==> src/hdl/nfba_pkg.sv <==
// ----------------------------------------------------------------------------
// nfba_pkg: shared types and constants of the next-fit block allocator
// Bitmap geometry, command codes, controller states and the word-scan result.
// ----------------------------------------------------------------------------
package nfba_pkg;

   localparam int ID_W       = 10;
   localparam int ID_SPACE   = 1 << ID_W;
   localparam int NUM_BLOCKS = 1024;
   // Blocks that a block number can name and that exist on the disk.
   localparam int LIM        = (NUM_BLOCKS < ID_SPACE) ? NUM_BLOCKS : ID_SPACE;
   localparam int LIM_W      = ID_W + 1;
   localparam int WORD_W     = 32;
   localparam int BIT_W      = $clog2(WORD_W);
   localparam int NUM_WORDS  = (LIM + WORD_W - 1) / WORD_W;
   localparam int WIDX_W     = (NUM_WORDS > 1) ? $clog2(NUM_WORDS) : 1;
   localparam int WSEL_W     = LIM_W - BIT_W;

   localparam logic [ID_W-1:0]  FIRST_DATA_RESET = ID_W'(34);
   localparam logic [LIM_W-1:0] LIM_C            = LIM_W'(LIM);

   localparam logic CMD_ALLOC = 1'b0;
   localparam logic CMD_FREE  = 1'b1;

   typedef enum logic [3:0] {
      ST_IDLE = 4'b0001,
      ST_SCAN = 4'b0010,
      ST_FREE = 4'b0100,
      ST_DONE = 4'b1000
   } state_type;

   typedef struct packed {
      logic             hit;
      logic [BIT_W-1:0] bit_idx;
   } scan_result_type;

   // Bitmap word that holds a given block number.
   function automatic logic [WIDX_W-1:0] word_of(input logic [LIM_W-1:0] blk);
      logic [LIM_W-1:0] s;
      s = blk >> BIT_W;
      return s[WIDX_W-1:0];
   endfunction

endpackage

==> src/hdl/next_fit_block_allocator.sv <==
// ----------------------------------------------------------------------------
// next_fit_block_allocator: next-fit bitmap block allocator
// Keeps a used/free bitmap of disk blocks in RAM and hands out free blocks
// starting from a next-fit pointer; releases blocks on request.
// ----------------------------------------------------------------------------
//  Channel  Direction  Contents
//  req_     in         tuser: cmd; tdata[9:0]: free_id
//  rsp_     out        tuser: ok;  tdata[9:0]: block_id
//  csr_     in         wdata[9:0]: first_data_block (also reloads the pointer)
//
// A free request passes through the FREE and DONE states to its response.
// An allocate request reads the bitmap word by word in the SCAN state,
// at most one pass over all words plus one; the RAM read port sets the pace.
// Reset marks every block free through per-word valid bits, so no clearing
// pass is needed. One request is in flight at a time; a new one is accepted
// while the previous response still waits in the output register.
// ----------------------------------------------------------------------------
module next_fit_block_allocator (
   input  logic                      clock,
   input  logic                      reset,
   input  logic                      csr_wen,
   input  logic [nfba_pkg::ID_W-1:0] csr_wdata,
   input  logic                      req_tvalid,
   output logic                      req_tready,
   input  logic [15:0]               req_tdata,   // [9:0] free_id
   input  logic                      req_tuser,   // [0] cmd
   output logic                      rsp_tvalid,
   input  logic                      rsp_tready,
   output logic [15:0]               rsp_tdata,   // [9:0] block_id
   output logic                      rsp_tuser    // [0] ok
);

   nfba_pkg::state_type           state_ff, state_in;
   logic                          phase_ff, phase_in;
   logic [nfba_pkg::WIDX_W-1:0]   widx_ff, widx_in;
   logic [nfba_pkg::ID_W-1:0]     ptr_ff, ptr_in;
   logic [nfba_pkg::ID_W-1:0]     fdb_ff, fdb_in;
   logic [nfba_pkg::ID_W-1:0]     res_id_ff, res_id_in;
   logic                          res_ok_ff, res_ok_in;
   logic [nfba_pkg::BIT_W-1:0]    fbit_ff, fbit_in;
   logic                          fhit_ff, fhit_in;
   logic [nfba_pkg::NUM_WORDS-1:0] wvalid_ff, wvalid_in;
   logic                          rsp_valid_ff, rsp_valid_in;
   logic [nfba_pkg::ID_W-1:0]     rsp_id_ff;
   logic                          rsp_ok_ff;
   logic                          rsp_load;

   logic [nfba_pkg::WIDX_W-1:0]   rd_addr;
   logic [nfba_pkg::WORD_W-1:0]   rd_data;
   logic                          wr_en;
   logic [nfba_pkg::WORD_W-1:0]   wr_data;

   logic [nfba_pkg::LIM_W-1:0]    ptr_ext, fdb_ext, fid_ext;
   logic [nfba_pkg::LIM_W-1:0]    r2_hi, range_lo, range_hi;
   logic                          r1_empty, r2_empty;
   logic [nfba_pkg::WIDX_W-1:0]   last_w;
   logic [nfba_pkg::WORD_W-1:0]   word_data, bit_sel, fbit_sel;
   logic [nfba_pkg::LIM_W-1:0]    blk, blk_next;
   logic                          slot_free;
   nfba_pkg::scan_result_type     scan;

   nfba_ram #(
      .WIDTH (nfba_pkg::WORD_W),
      .DEPTH (nfba_pkg::NUM_WORDS)
   ) u_map (
      .clock   (clock),
      .wr_en   (wr_en),
      .wr_addr (widx_ff),
      .wr_data (wr_data),
      .rd_addr (rd_addr),
      .rd_data (rd_data)
   );

   nfba_word_scan u_scan (
      .word_data (word_data),
      .word_idx  (widx_ff),
      .range_lo  (range_lo),
      .range_hi  (range_hi),
      .result    (scan)
   );

   assign ptr_ext  = nfba_pkg::LIM_W'(ptr_ff);
   assign fdb_ext  = nfba_pkg::LIM_W'(fdb_ff);
   assign fid_ext  = nfba_pkg::LIM_W'(req_tdata[nfba_pkg::ID_W-1:0]);
   assign r1_empty = ptr_ext >= nfba_pkg::LIM_C;
   assign r2_hi    = r1_empty ? nfba_pkg::LIM_C : ptr_ext;
   assign r2_empty = fdb_ext >= r2_hi;
   assign range_lo = phase_ff ? fdb_ext : ptr_ext;
   assign range_hi = phase_ff ? r2_hi : nfba_pkg::LIM_C;
   assign last_w   = nfba_pkg::word_of(range_hi - nfba_pkg::LIM_W'(1));

   // A word never written since reset reads as all free.
   assign word_data = wvalid_ff[widx_ff] ? rd_data : '0;
   assign bit_sel   = nfba_pkg::WORD_W'(1) << scan.bit_idx;
   assign fbit_sel  = nfba_pkg::WORD_W'(1) << fbit_ff;
   assign blk       = (nfba_pkg::LIM_W'(widx_ff) << nfba_pkg::BIT_W)
                      | nfba_pkg::LIM_W'(scan.bit_idx);
   assign blk_next  = blk + nfba_pkg::LIM_W'(1);
   assign slot_free = !rsp_valid_ff || rsp_tready;

   always_comb begin
      state_in     = state_ff;
      phase_in     = phase_ff;
      widx_in      = widx_ff;
      ptr_in       = ptr_ff;
      fdb_in       = fdb_ff;
      res_id_in    = res_id_ff;
      res_ok_in    = res_ok_ff;
      fbit_in      = fbit_ff;
      fhit_in      = fhit_ff;
      wvalid_in    = wvalid_ff;
      rsp_valid_in = rsp_valid_ff && !rsp_tready;
      rsp_load     = 1'b0;
      rd_addr      = widx_ff;
      wr_en        = 1'b0;
      wr_data      = word_data | bit_sel;

      if (csr_wen) begin
         fdb_in = csr_wdata;
         ptr_in = csr_wdata;
      end

      unique case (state_ff)
         nfba_pkg::ST_IDLE: begin
            if (req_tvalid) begin
               if (req_tuser == nfba_pkg::CMD_FREE) begin
                  fhit_in   = fid_ext < nfba_pkg::LIM_C;
                  fbit_in   = fid_ext[nfba_pkg::BIT_W-1:0];
                  widx_in   = nfba_pkg::word_of(fid_ext);
                  rd_addr   = nfba_pkg::word_of(fid_ext);
                  res_id_in = '0;
                  res_ok_in = 1'b1;
                  state_in  = nfba_pkg::ST_FREE;
               end else if (!r1_empty) begin
                  phase_in = 1'b0;
                  widx_in  = nfba_pkg::word_of(ptr_ext);
                  rd_addr  = nfba_pkg::word_of(ptr_ext);
                  state_in = nfba_pkg::ST_SCAN;
               end else if (!r2_empty) begin
                  phase_in = 1'b1;
                  widx_in  = nfba_pkg::word_of(fdb_ext);
                  rd_addr  = nfba_pkg::word_of(fdb_ext);
                  state_in = nfba_pkg::ST_SCAN;
               end else begin
                  res_id_in = '0;
                  res_ok_in = 1'b0;
                  state_in  = nfba_pkg::ST_DONE;
               end
            end
         end
         nfba_pkg::ST_SCAN: begin
            if (scan.hit) begin
               wr_en              = 1'b1;
               wvalid_in[widx_ff] = 1'b1;
               res_id_in          = blk[nfba_pkg::ID_W-1:0];
               res_ok_in          = 1'b1;
               ptr_in             = (blk_next == nfba_pkg::LIM_C) ? fdb_ff
                                    : blk_next[nfba_pkg::ID_W-1:0];
               state_in           = nfba_pkg::ST_DONE;
            end else if (widx_ff == last_w) begin
               if (!phase_ff && !r2_empty) begin
                  // Nothing from the pointer upwards: wrap to the data area.
                  phase_in = 1'b1;
                  widx_in  = nfba_pkg::word_of(fdb_ext);
                  rd_addr  = nfba_pkg::word_of(fdb_ext);
               end else begin
                  res_id_in = '0;
                  res_ok_in = 1'b0;
                  state_in  = nfba_pkg::ST_DONE;
               end
            end else begin
               widx_in = widx_ff + nfba_pkg::WIDX_W'(1);
               rd_addr = widx_ff + nfba_pkg::WIDX_W'(1);
            end
         end
         nfba_pkg::ST_FREE: begin
            wr_data = word_data & ~fbit_sel;
            if (fhit_ff) begin
               wr_en              = 1'b1;
               wvalid_in[widx_ff] = 1'b1;
            end
            state_in = nfba_pkg::ST_DONE;
         end
         nfba_pkg::ST_DONE: begin
            if (slot_free) begin
               rsp_load     = 1'b1;
               rsp_valid_in = 1'b1;
               state_in     = nfba_pkg::ST_IDLE;
            end
         end
         default: begin
            state_in = nfba_pkg::ST_IDLE;
         end
      endcase
   end

   always_ff @(posedge clock) begin
      if (reset) begin
         state_ff     <= nfba_pkg::ST_IDLE;
         ptr_ff       <= nfba_pkg::FIRST_DATA_RESET;
         fdb_ff       <= nfba_pkg::FIRST_DATA_RESET;
         wvalid_ff    <= '0;
         rsp_valid_ff <= 1'b0;
      end else begin
         state_ff     <= state_in;
         ptr_ff       <= ptr_in;
         fdb_ff       <= fdb_in;
         wvalid_ff    <= wvalid_in;
         rsp_valid_ff <= rsp_valid_in;
      end
   end

   always_ff @(posedge clock) begin
      phase_ff  <= phase_in;
      widx_ff   <= widx_in;
      res_id_ff <= res_id_in;
      res_ok_ff <= res_ok_in;
      fbit_ff   <= fbit_in;
      fhit_ff   <= fhit_in;
      if (rsp_load) begin
         rsp_id_ff <= res_id_ff;
         rsp_ok_ff <= res_ok_ff;
      end
   end

   assign req_tready = state_ff == nfba_pkg::ST_IDLE;
   assign rsp_tvalid = rsp_valid_ff;
   assign rsp_tdata  = 16'(rsp_id_ff);
   assign rsp_tuser  = rsp_ok_ff;

endmodule

==> src/hdl/nfba_ram.sv <==
// ----------------------------------------------------------------------------
// nfba_ram: generic simple dual-port RAM
// One write port and one read port, read data registered.
// ----------------------------------------------------------------------------
module nfba_ram #(
   parameter int WIDTH = 32,
   parameter int DEPTH = 32
) (
   input  logic                                       clock,
   input  logic                                       wr_en,
   input  logic [((DEPTH > 1) ? $clog2(DEPTH) : 1)-1:0] wr_addr,
   input  logic [WIDTH-1:0]                           wr_data,
   input  logic [((DEPTH > 1) ? $clog2(DEPTH) : 1)-1:0] rd_addr,
   output logic [WIDTH-1:0]                           rd_data
);

   logic [WIDTH-1:0] mem [DEPTH];
   logic [WIDTH-1:0] rd_data_ff;

   always_ff @(posedge clock) begin
      if (wr_en) begin
         mem[wr_addr] <= wr_data;
      end
      rd_data_ff <= mem[rd_addr];
   end

   assign rd_data = rd_data_ff;

endmodule

==> src/hdl/nfba_word_scan.sv <==
// ----------------------------------------------------------------------------
// nfba_word_scan: free-bit search within one bitmap word
// Masks the word to the block range [range_lo, range_hi) and finds the
// lowest free block in it.
// ----------------------------------------------------------------------------
module nfba_word_scan (
   input  logic [nfba_pkg::WORD_W-1:0]  word_data,
   input  logic [nfba_pkg::WIDX_W-1:0]  word_idx,
   input  logic [nfba_pkg::LIM_W-1:0]   range_lo,
   input  logic [nfba_pkg::LIM_W-1:0]   range_hi,
   output nfba_pkg::scan_result_type    result
);

   logic [nfba_pkg::WSEL_W-1:0] w_sel;
   logic [nfba_pkg::WSEL_W-1:0] lo_w;
   logic [nfba_pkg::WSEL_W-1:0] hi_w;
   logic [nfba_pkg::WORD_W-1:0] lo_mask;
   logic [nfba_pkg::WORD_W-1:0] hi_mask;
   logic [nfba_pkg::WORD_W-1:0] cand;
   logic [nfba_pkg::WORD_W-1:0] lowest;
   logic [nfba_pkg::BIT_W-1:0]  idx;

   assign w_sel = nfba_pkg::WSEL_W'(word_idx);
   assign lo_w  = range_lo[nfba_pkg::LIM_W-1:nfba_pkg::BIT_W];
   assign hi_w  = range_hi[nfba_pkg::LIM_W-1:nfba_pkg::BIT_W];

   always_comb begin
      if (w_sel == lo_w) begin
         lo_mask = {nfba_pkg::WORD_W{1'b1}} << range_lo[nfba_pkg::BIT_W-1:0];
      end else if (w_sel > lo_w) begin
         lo_mask = {nfba_pkg::WORD_W{1'b1}};
      end else begin
         lo_mask = '0;
      end
      if (w_sel == hi_w) begin
         hi_mask = ~({nfba_pkg::WORD_W{1'b1}} << range_hi[nfba_pkg::BIT_W-1:0]);
      end else if (w_sel < hi_w) begin
         hi_mask = {nfba_pkg::WORD_W{1'b1}};
      end else begin
         hi_mask = '0;
      end
   end

   assign cand   = ~word_data & lo_mask & hi_mask;
   // Isolate the lowest candidate so that the encoder sees a single bit.
   assign lowest = cand & (~cand + nfba_pkg::WORD_W'(1));

   always_comb begin
      idx = '0;
      for (int i = 0; i < nfba_pkg::WORD_W; i++) begin
         if (lowest[i]) begin
            idx = idx | nfba_pkg::BIT_W'(i);
         end
      end
   end

   assign result.hit     = |cand;
   assign result.bit_idx = idx;

endmodule
==> config.mk <==
export PLATFORM = sky130hd
export DESIGN_NAME = next_fit_block_allocator
export DESIGN_NICKNAME = d
export VERILOG_FILES = /design/src/hdl/nfba_pkg.sv /design/src/hdl/next_fit_block_allocator.sv /design/src/hdl/nfba_ram.sv /design/src/hdl/nfba_word_scan.sv
export SDC_FILE = /design/constraint.sdc
export NUM_CORES = 2
export LEC_CHECK = 0
export ABC_CLOCK_PERIOD_IN_PS = 12500
export BUFFER_PORTS_ARGS = -buffer_cell sky130_fd_sc_hd__buf_2
export CORE_AREA = 2 2 313 315
export DETAILED_ROUTE_END_ITERATION = 10
export DIE_AREA = 0 0 315 317
export PLACE_DENSITY = 0.64
export SLEW_MARGIN = 20
export SYNTH_ARGS = -nofsm -noshare
export SYNTH_HDL_FRONTEND = slang
export SYNTH_SLANG_ARGS = --single-unit
==> constraint.sdc <==
create_clock -name clock -period 12.5 [get_ports clock]
set_input_delay 1.25 -clock clock [delete_from_list [all_inputs] [get_ports clock]]
set_output_delay 1.25 -clock clock [all_outputs]
set_load 0.005 [all_outputs]
After elaboration in Yosys (flattened, before gate mapping) --
Memory sizes are Yosys's and may differ from the RTL's. A register that Yosys moved wholly into a read port is not among the register bits. Index checks and enable logic that the tools add are counted.
Cells by class: shift operators 4, muxes and demuxes 201, reduce and logical (&&, ||, !) cells 16, $add $sub $neg 4, div/mod/pow operators 0, bitwise gates (word level) 11, $mul 0, equal/unequal tests 22, order comparisons 7
Operators with widths (count):
- $mux 32 | 12
- $mux 10 | 29
- $mux 5 | 44
- $mux 4 | 33
- $and 32x32->32 | 4
- $not 32->32 | 4
- $mux 1 | 66
- $or 32x32->32 | 2
- $pmux 32 s2 | 1
- $shl 1x5->32 const A | 2
- $shl 32x5->32 const A | 2
- $add 32x1->32 const B | 1
- $reduce_or 32->1 | 1
- $mux 11 | 2
- $pmux 10 s2 | 1
- $ne 2x2->1 const B | 8
- $pmux 4 s4 | 1
- $mux 3 | 4
- $add 10x1->11 const B | 1
- $eq 11x11->1 const B | 1
- $ge 10x11->1 | 1
- $ge 10x11->1 const B | 1
- $lt 10x11->1 const B | 1
- $eq 5x5->1 | 2
- other kinds (28) | 41
Word-level totals: latch bits 0, memories 1, RAM bits 1024, bits in registers 91, ROM bits 0, output and inout port bits 19, word-level logic and storage cells 279, input port bits 32
Memory list:
- u_map.mem | words 32, width 32, rd ports 1, clocked after Yosys merged registers in 1, write ports 1, line nfba_ram.sv:17 | logic [WIDTH-1:0] mem [DEPTH];

Longest topological paths before layout --
depth in word-level cells 49, depth in mapped cells 28, depth with buffers taken out 21

Hierarchy --
Synthesis repeated with hierarchy kept, for this count alone.
Second synthesis, totals: cell total of the unflattened synthesis 3208, area total of the unflattened synthesis 48094.9 µm²
By module, submodules not included:
- nfba_ram | area each 40492.6 µm², cells an instance 2260, seq. area each 31390.1 µm², times used 1
- next_fit_block_allocator | area each 5589.1 µm², cells an instance 660, seq. area each 2082.0 µm², times used 1
- nfba_word_scan | area each 2013.2 µm², cells an instance 288, seq. area each 0.0 µm², times used 1

Least setup slack after synthesis --
No wires, ideal clock.
path kind reg-to-reg, start register phase_ff, end memory u_map.mem[11][0] (enable), path buffers 6, setup slack 5219 ps, arrival 6818 ps, setup time 463 ps, clock period less this slack 7281 ps, stages on the path, launching flop included 21, required time 12037 ps, path through edfxtp_1 > buf_2 > buf_4 > clkbuf_1 > clkbuf_1 > clkbuf_1 > nand2_1 > ha_1 > and4_1 > o21a_1 > o31ai_1 > clkbuf_1 > nand2_1 > a2111oi_0 > nor4_1 > and2_0 > nand3_1 > nand2_1 > nand2_1 > nand2_1 > nor3_1
On the way: cells in the longest elaborated chain, start to end 13, elaborated cells between the ends (all ways) 23, classes of those cells order compare (2); eq/ne (2); shift (2); mux (13); bitwise (3); reduce/logical (1)
Ends and longest elaborated chain:
- from (decl) | line next_fit_block_allocator.sv:34 | logic phase_ff, phase_in;
- from (signal assigned) | line next_fit_block_allocator.sv:214 | phase_ff <= phase_in;
- $mux 10 | line next_fit_block_allocator.sv:88 | assign range_lo = phase_ff ? fdb_ext : ptr_ext;
- $gt 5x5->1 | line nfba_word_scan.sv:30 | end else if (w_sel > lo_w) begin
- $mux 32 | line nfba_word_scan.sv:30
- $mux 32 (2 in a row) | line nfba_word_scan.sv:28 | if (w_sel == lo_w) begin
- $and 32x32->32 | line nfba_word_scan.sv:44 | assign cand = ~word_data & lo_mask & hi_mask;
- $and 32x32->32 (*) | line nfba_word_scan.sv:44
- $reduce_or 32->1 (*) | line nfba_word_scan.sv:57 | assign result.hit = |cand;
- $mux 1 (*) | line next_fit_block_allocator.sv:152 | if (scan.hit) begin
- $mux 1 (*) | line next_fit_block_allocator.sv:123 | unique case (state_ff)
- $pmux 1 s2 (*) | line next_fit_block_allocator.sv:123
- $mux 1 (*) | line nfba_ram.sv:21 | if (wr_en) begin
- $mux 1 (not written as such) (*) | line nfba_ram.sv:22 | mem[wr_addr] <= wr_data;
- to (decl) | line nfba_ram.sv:17
Mark *: on every way between the ends. The rest lies on a longest branch, timed or not. The select of a mux whose other input is x is not followed.

Worst setup path in the final report --
start register phase_ff, end register u_map.rd_data_ff[19], in the netlist u_map.rd_data[19], read port of u_map.mem
On the way: cells in the longest elaborated chain, start to end 12, elaborated cells between the ends (all ways) 32, classes of those cells add/sub (1); order compare (2); eq/ne (3); shift (2); mux (18); bitwise (3); reduce/logical (3)
Ends and longest elaborated chain:
- branches (longest 9 deep; another with $gt 5x5->1)
- $mux 5 (*) (2 in a row)
- $pmux 5 s2 (*) | line next_fit_block_allocator.sv:123
- to (decl) | line nfba_ram.sv:18 | logic [WIDTH-1:0] rd_data_ff;
Mark *: on every way between the ends. The select of a mux whose other input is x is not followed. A chain may end at the register's enable or synchronous reset.

==> Implementation_results.wiki <==
{| class="wikitable"
! Metric !! Value
|-
| Status || finished clean
|-
| Initial drt markers || 3,883
|-
| Worst relative slew slack || 27.06%
|-
| Share of synthesized area occupied by flip-flops and latches || 69.98%
|-
| Startpoint Class || flop
|-
| Fin. max-slew vios || 0
|-
| Worst hold path depth || 0
|-
| Critical path's largest stage delay || 0.83 ns
|-
| Rows || 114
|-
| GRT Util Overall || 28.29%
|-
| Maximum Capacitance Violations || 0
|-
| Dominant cells by area after synthesis || sky130_fd_sc_hd__edfxtp_1 (66%), sky130_fd_sc_hd__mux2i_1 (4.8%), sky130_fd_sc_hd__dfxtp_1 (3.9%)
|-
| Post-Syn Instances || 3,181
|-
| Via density per instance || 6.563
|-
| Port Buf Inserts || 38
|-
| Detail Placement HPWL || 80,310 um
|-
| Fin crit period || 9.105 ns
|-
| Path class of the lowest-slack min-delay path || flop to flop
|-
| Number of buffers added by the clock tree synthesis step || 112
|-
| RSZ-0062 raised after global routing || false
|-
| Critical path, cell by cell || buf_4, nand2_1, ha_1, nand4_1, nor2_1, nor4_1, o211ai_1, o22ai_1, nor4_1, and3_1, nand3_2, and3_1, nor2_4, inv_2, buf_4, nand2_2, buf_4, o221ai_1, and4_1
|-
| Nets@finish || 3,271
|-
| Hold Vio Cnt, Final || 0
|-
| Total of cells resized after clock tree synthesis || 0
|-
| Antenna violations before repair || 1
|-
| Setup-failing EPs final || 0
|-
| Standby leakage power || 16.53 nW
|-
| First-pass GRT wire length || 202,700 um
|-
| Worst Hold Slack || 0.4173 ns
|-
| Crit path kind || flop to flop
|-
| Die Outline Area || 0.09986 mm2
|-
| Crit path max fanout || 60
|-
| Area fraction of the dominant cell type after synthesis || 66.05%
|-
| Mapped cell area || 0.04783 mm2
|-
| Leading cell type in the layout, fill and taps excluded || sky130_fd_sc_hd__edfxtp_1
|-
| DRC violations left || 0
|-
| Main flop type after synthesis || sky130_fd_sc_hd__edfxtp_1
|-
| Remaining Overflow, GRT || 0
|-
| GPL Wtd Cong || 0.9815
|-
| Length of the first detailed-routing pass in iterations || 5
|-
| Most frequent cell on the critical path || sky130_fd_sc_hd__buf_4
|-
| Commonest cells after routing, fill and taps aside || sky130_fd_sc_hd__edfxtp_1 (1,052), sky130_fd_sc_hd__nand2_1 (238), sky130_fd_sc_hd__mux2i_1 (227), sky130_fd_sc_hd__a221oi_1 (132), sky130_fd_sc_hd__mux2_2 (130)
|-
| PwrDens || 257.2 mW/mm2
|-
| Pin count of the biggest net entering global routing || 147
|-
| Die Wd || 315 um
|-
| Yosys synthesis warning count || 0
|-
| Number of setup buffers added after CTS || 0
|-
| Starting density of the core || 49.68%
|-
| Floorplan Core Area || 0.09628 mm2
|-
| Clock buffer depth || 3
|-
| Cell at the root of the clock tree || sky130_fd_sc_hd__clkbuf_16
|-
| H-Tree Depth || 3
|-
| Largest area contributor in the netlist || sky130_fd_sc_hd__edfxtp_1
|-
| Inserted Diodes || 0
|-
| Count of flip-flops with a built-in enable after synthesis || 1,052
|-
| Synth async-reset ratio || 0%
|-
| VDD IR max || 0.0002241 V
|-
| Via count of the routed design || 30,060
|-
| Highest achievable clock rate || 0.1098 GHz
|-
| Number of global-route vias before repair || 29,190
|-
| Die Height || 317 um
|-
| Wirelength per Cell || 31.15 um
|-
| Crit share post-route || 72.84%
|-
| Share of final-layout standard cells stronger than drive strength 1 || 15.68%
|-
| Cts-stage hold buffer count || 0
|-
| Element type at the critical path end || flop
|-
| Average size of a mapped cell || 15.04 um2
|-
| Required time of the critical path || 13.10 ns
|-
| TritonCTS clock tree || done
|-
| Clock input transition at the sequential cells of the worst setup and hold paths || 0.07 ns
|-
| Depth of the most critical reg-to-reg path || 19
|-
| Distinct cell type count after synthesis || 92
|-
| Post-DRT Antenna Nets || 0
|-
| Arrival @ worst endpoint || 9.70 ns
|-
| Total negative slack for setup checks || 0 ns
|-
| Area growth from synthesis to layout || 12.15%
|-
| Cell with the largest stage delay on the worst path || sky130_fd_sc_hd__nor4_1
|-
| Sinks on the clock net || 1,146
|-
| Source-to-sink clock delay at the later pin of the worst-skew pair || 0.73 ns
|-
| Transition time of the tightest slew-check pin || 1.094 ns
|-
| Post-detailed-routing wire length || 142,700 um
|-
| Io pins || 51
|-
| Largest clock skew in the final design || 0.03729 ns
|-
| Register bit total from synthesis || 1,146
|}
-- worst paths after layout --
check | from | end | slack [ns]
min | res_id_ff[8]$_SDFFCE_PN0P_ | rsp_id_ff[8]$_DFFE_PP_ | 0.42
max reg2reg | phase_ff$_SDFFCE_PP1P_ | u_map.rd_data[19]$_DFF_P_ | 3.40
max | phase_ff$_SDFFCE_PP1P_ | u_map.rd_data[19]$_DFF_P_ | 3.40
min reg2reg | res_id_ff[8]$_SDFFCE_PN0P_ | rsp_id_ff[8]$_DFFE_PP_ | 0.42
-- flip-flops by register name (all words and copies together), names as in the netlist, 4 cells and up --
name           flops
res_id_ff         10
fdb_ff            10
wvalid_ff         32
state_ff           4
fbit_ff            5
u_map.mem       1024
widx_ff            5
u_map.rd_data     32
ptr_ff            10
rsp_id_ff         10
-- where the power goes --
group | internal (mW) | leakage (nW) | total (mW) | switching, mW
logic | 1.52 | 5.11 | 5.13 | 3.61
registers | 5.01 | 9.53 | 5.17 | 0.162
clock network | 2.05 | 1.89 | 3.50 | 1.44
total | 8.58 | 16.5 | 13.8 | 5.21
-- per-stage QoR --
step | total power [mW] | cell area [um2] | std cells | worst slack (ns) | util (%)
CTS | 13.68 | 53560 | 4580 | 3.567 | 55.63
global placement | 10.09 | 49660 | 4369 | 3.861 | 51.58
detailed placement | 10.20 | 49690 | 4371 | 3.627 | 51.61
global route | 14.29 | 53640 | 4580 | 2.972 | 55.71
floorplan | 8.355 | 47850 | 3186 | 5.219 | -
finish | 13.79 | 53640 | 4580 | 3.395 | 55.71
-- logic make-up (layout without fill, tap and decap cells) --
kind of cell / Yosys count / count (layout) / share of synthesized area, %
mux: 359 / 359 / 7.905
flops: 1146 / 1146 / 69.98
other cells: 1 / 6 / 0.007840
xor+xnor: 7 / 7 / 0.1282
compound gates: 700 / 700 / 11.41
fa+ha+maj: 30 / 30 / 0.7848
buf+inv: 259 / 377 / 2.506
simple gates: 679 / 679 / 7.275
-- cell type report --
type	instances	area, um2
sequential	1146	33470
clock buffer	154	3183
clock inverter	55	684.4
tap	1276	1597
fill	7479	42640
multi-input combinational	1781	13650
timing repair buffer	127	885.9
inverter	41	170.2
-- synth_stat cells (all sizes together) (6+ instances only) --
cell type / instances
buf: 114
nand2: 241
nand2b: 18
a311oi: 9
o22ai: 43
inv: 39
and4: 35
a211o: 6
nor2b: 8
and2: 21
nor4: 16
o211ai: 23
a21oi: 82
nor3: 34
a2111oi: 17
nor2: 80
dfxtp: 94
or2: 6
a311o: 30
o21a: 43
a22oi: 9
nand3: 120
o221ai: 64
o21ai: 62
a221oi: 132
nand4b: 7
a2bb2oi: 62
nand4: 43
mux2: 130
a22o: 6
xnor2: 6
a32o: 13
nand3b: 8
and3: 16
ha: 30
clkbuf: 104
edfxtp: 1052
o32ai: 8
a21o: 11
o31ai: 9
or3: 6
a211oi: 23
mux2i: 227
-- worst max-delay path: cells and delay by family, from the launching register on --
kind            cells  cell delay [ns]
compound gates      3             0.91
flops               1             0.34
fa+ha+maj           1             0.37
buf+inv             4             2.10
simple gates       11             5.18
-- layer usage --
| metal | GRT usage [%] | up-vias | part of all wire, % |
|---|---|---|---|
| li1 | - | 12890 | - |
| met2 | 45.36 | 1474 | 47 |
| met1 | 38.71 | 15410 | 41 |
| met5 | 0 | - | 0.0091 |
| met3 | 4.232 | 285 | 8.1 |
| met4 | 12.20 | 2 | 4.3 |
Power figures use the tool's default switching activity.
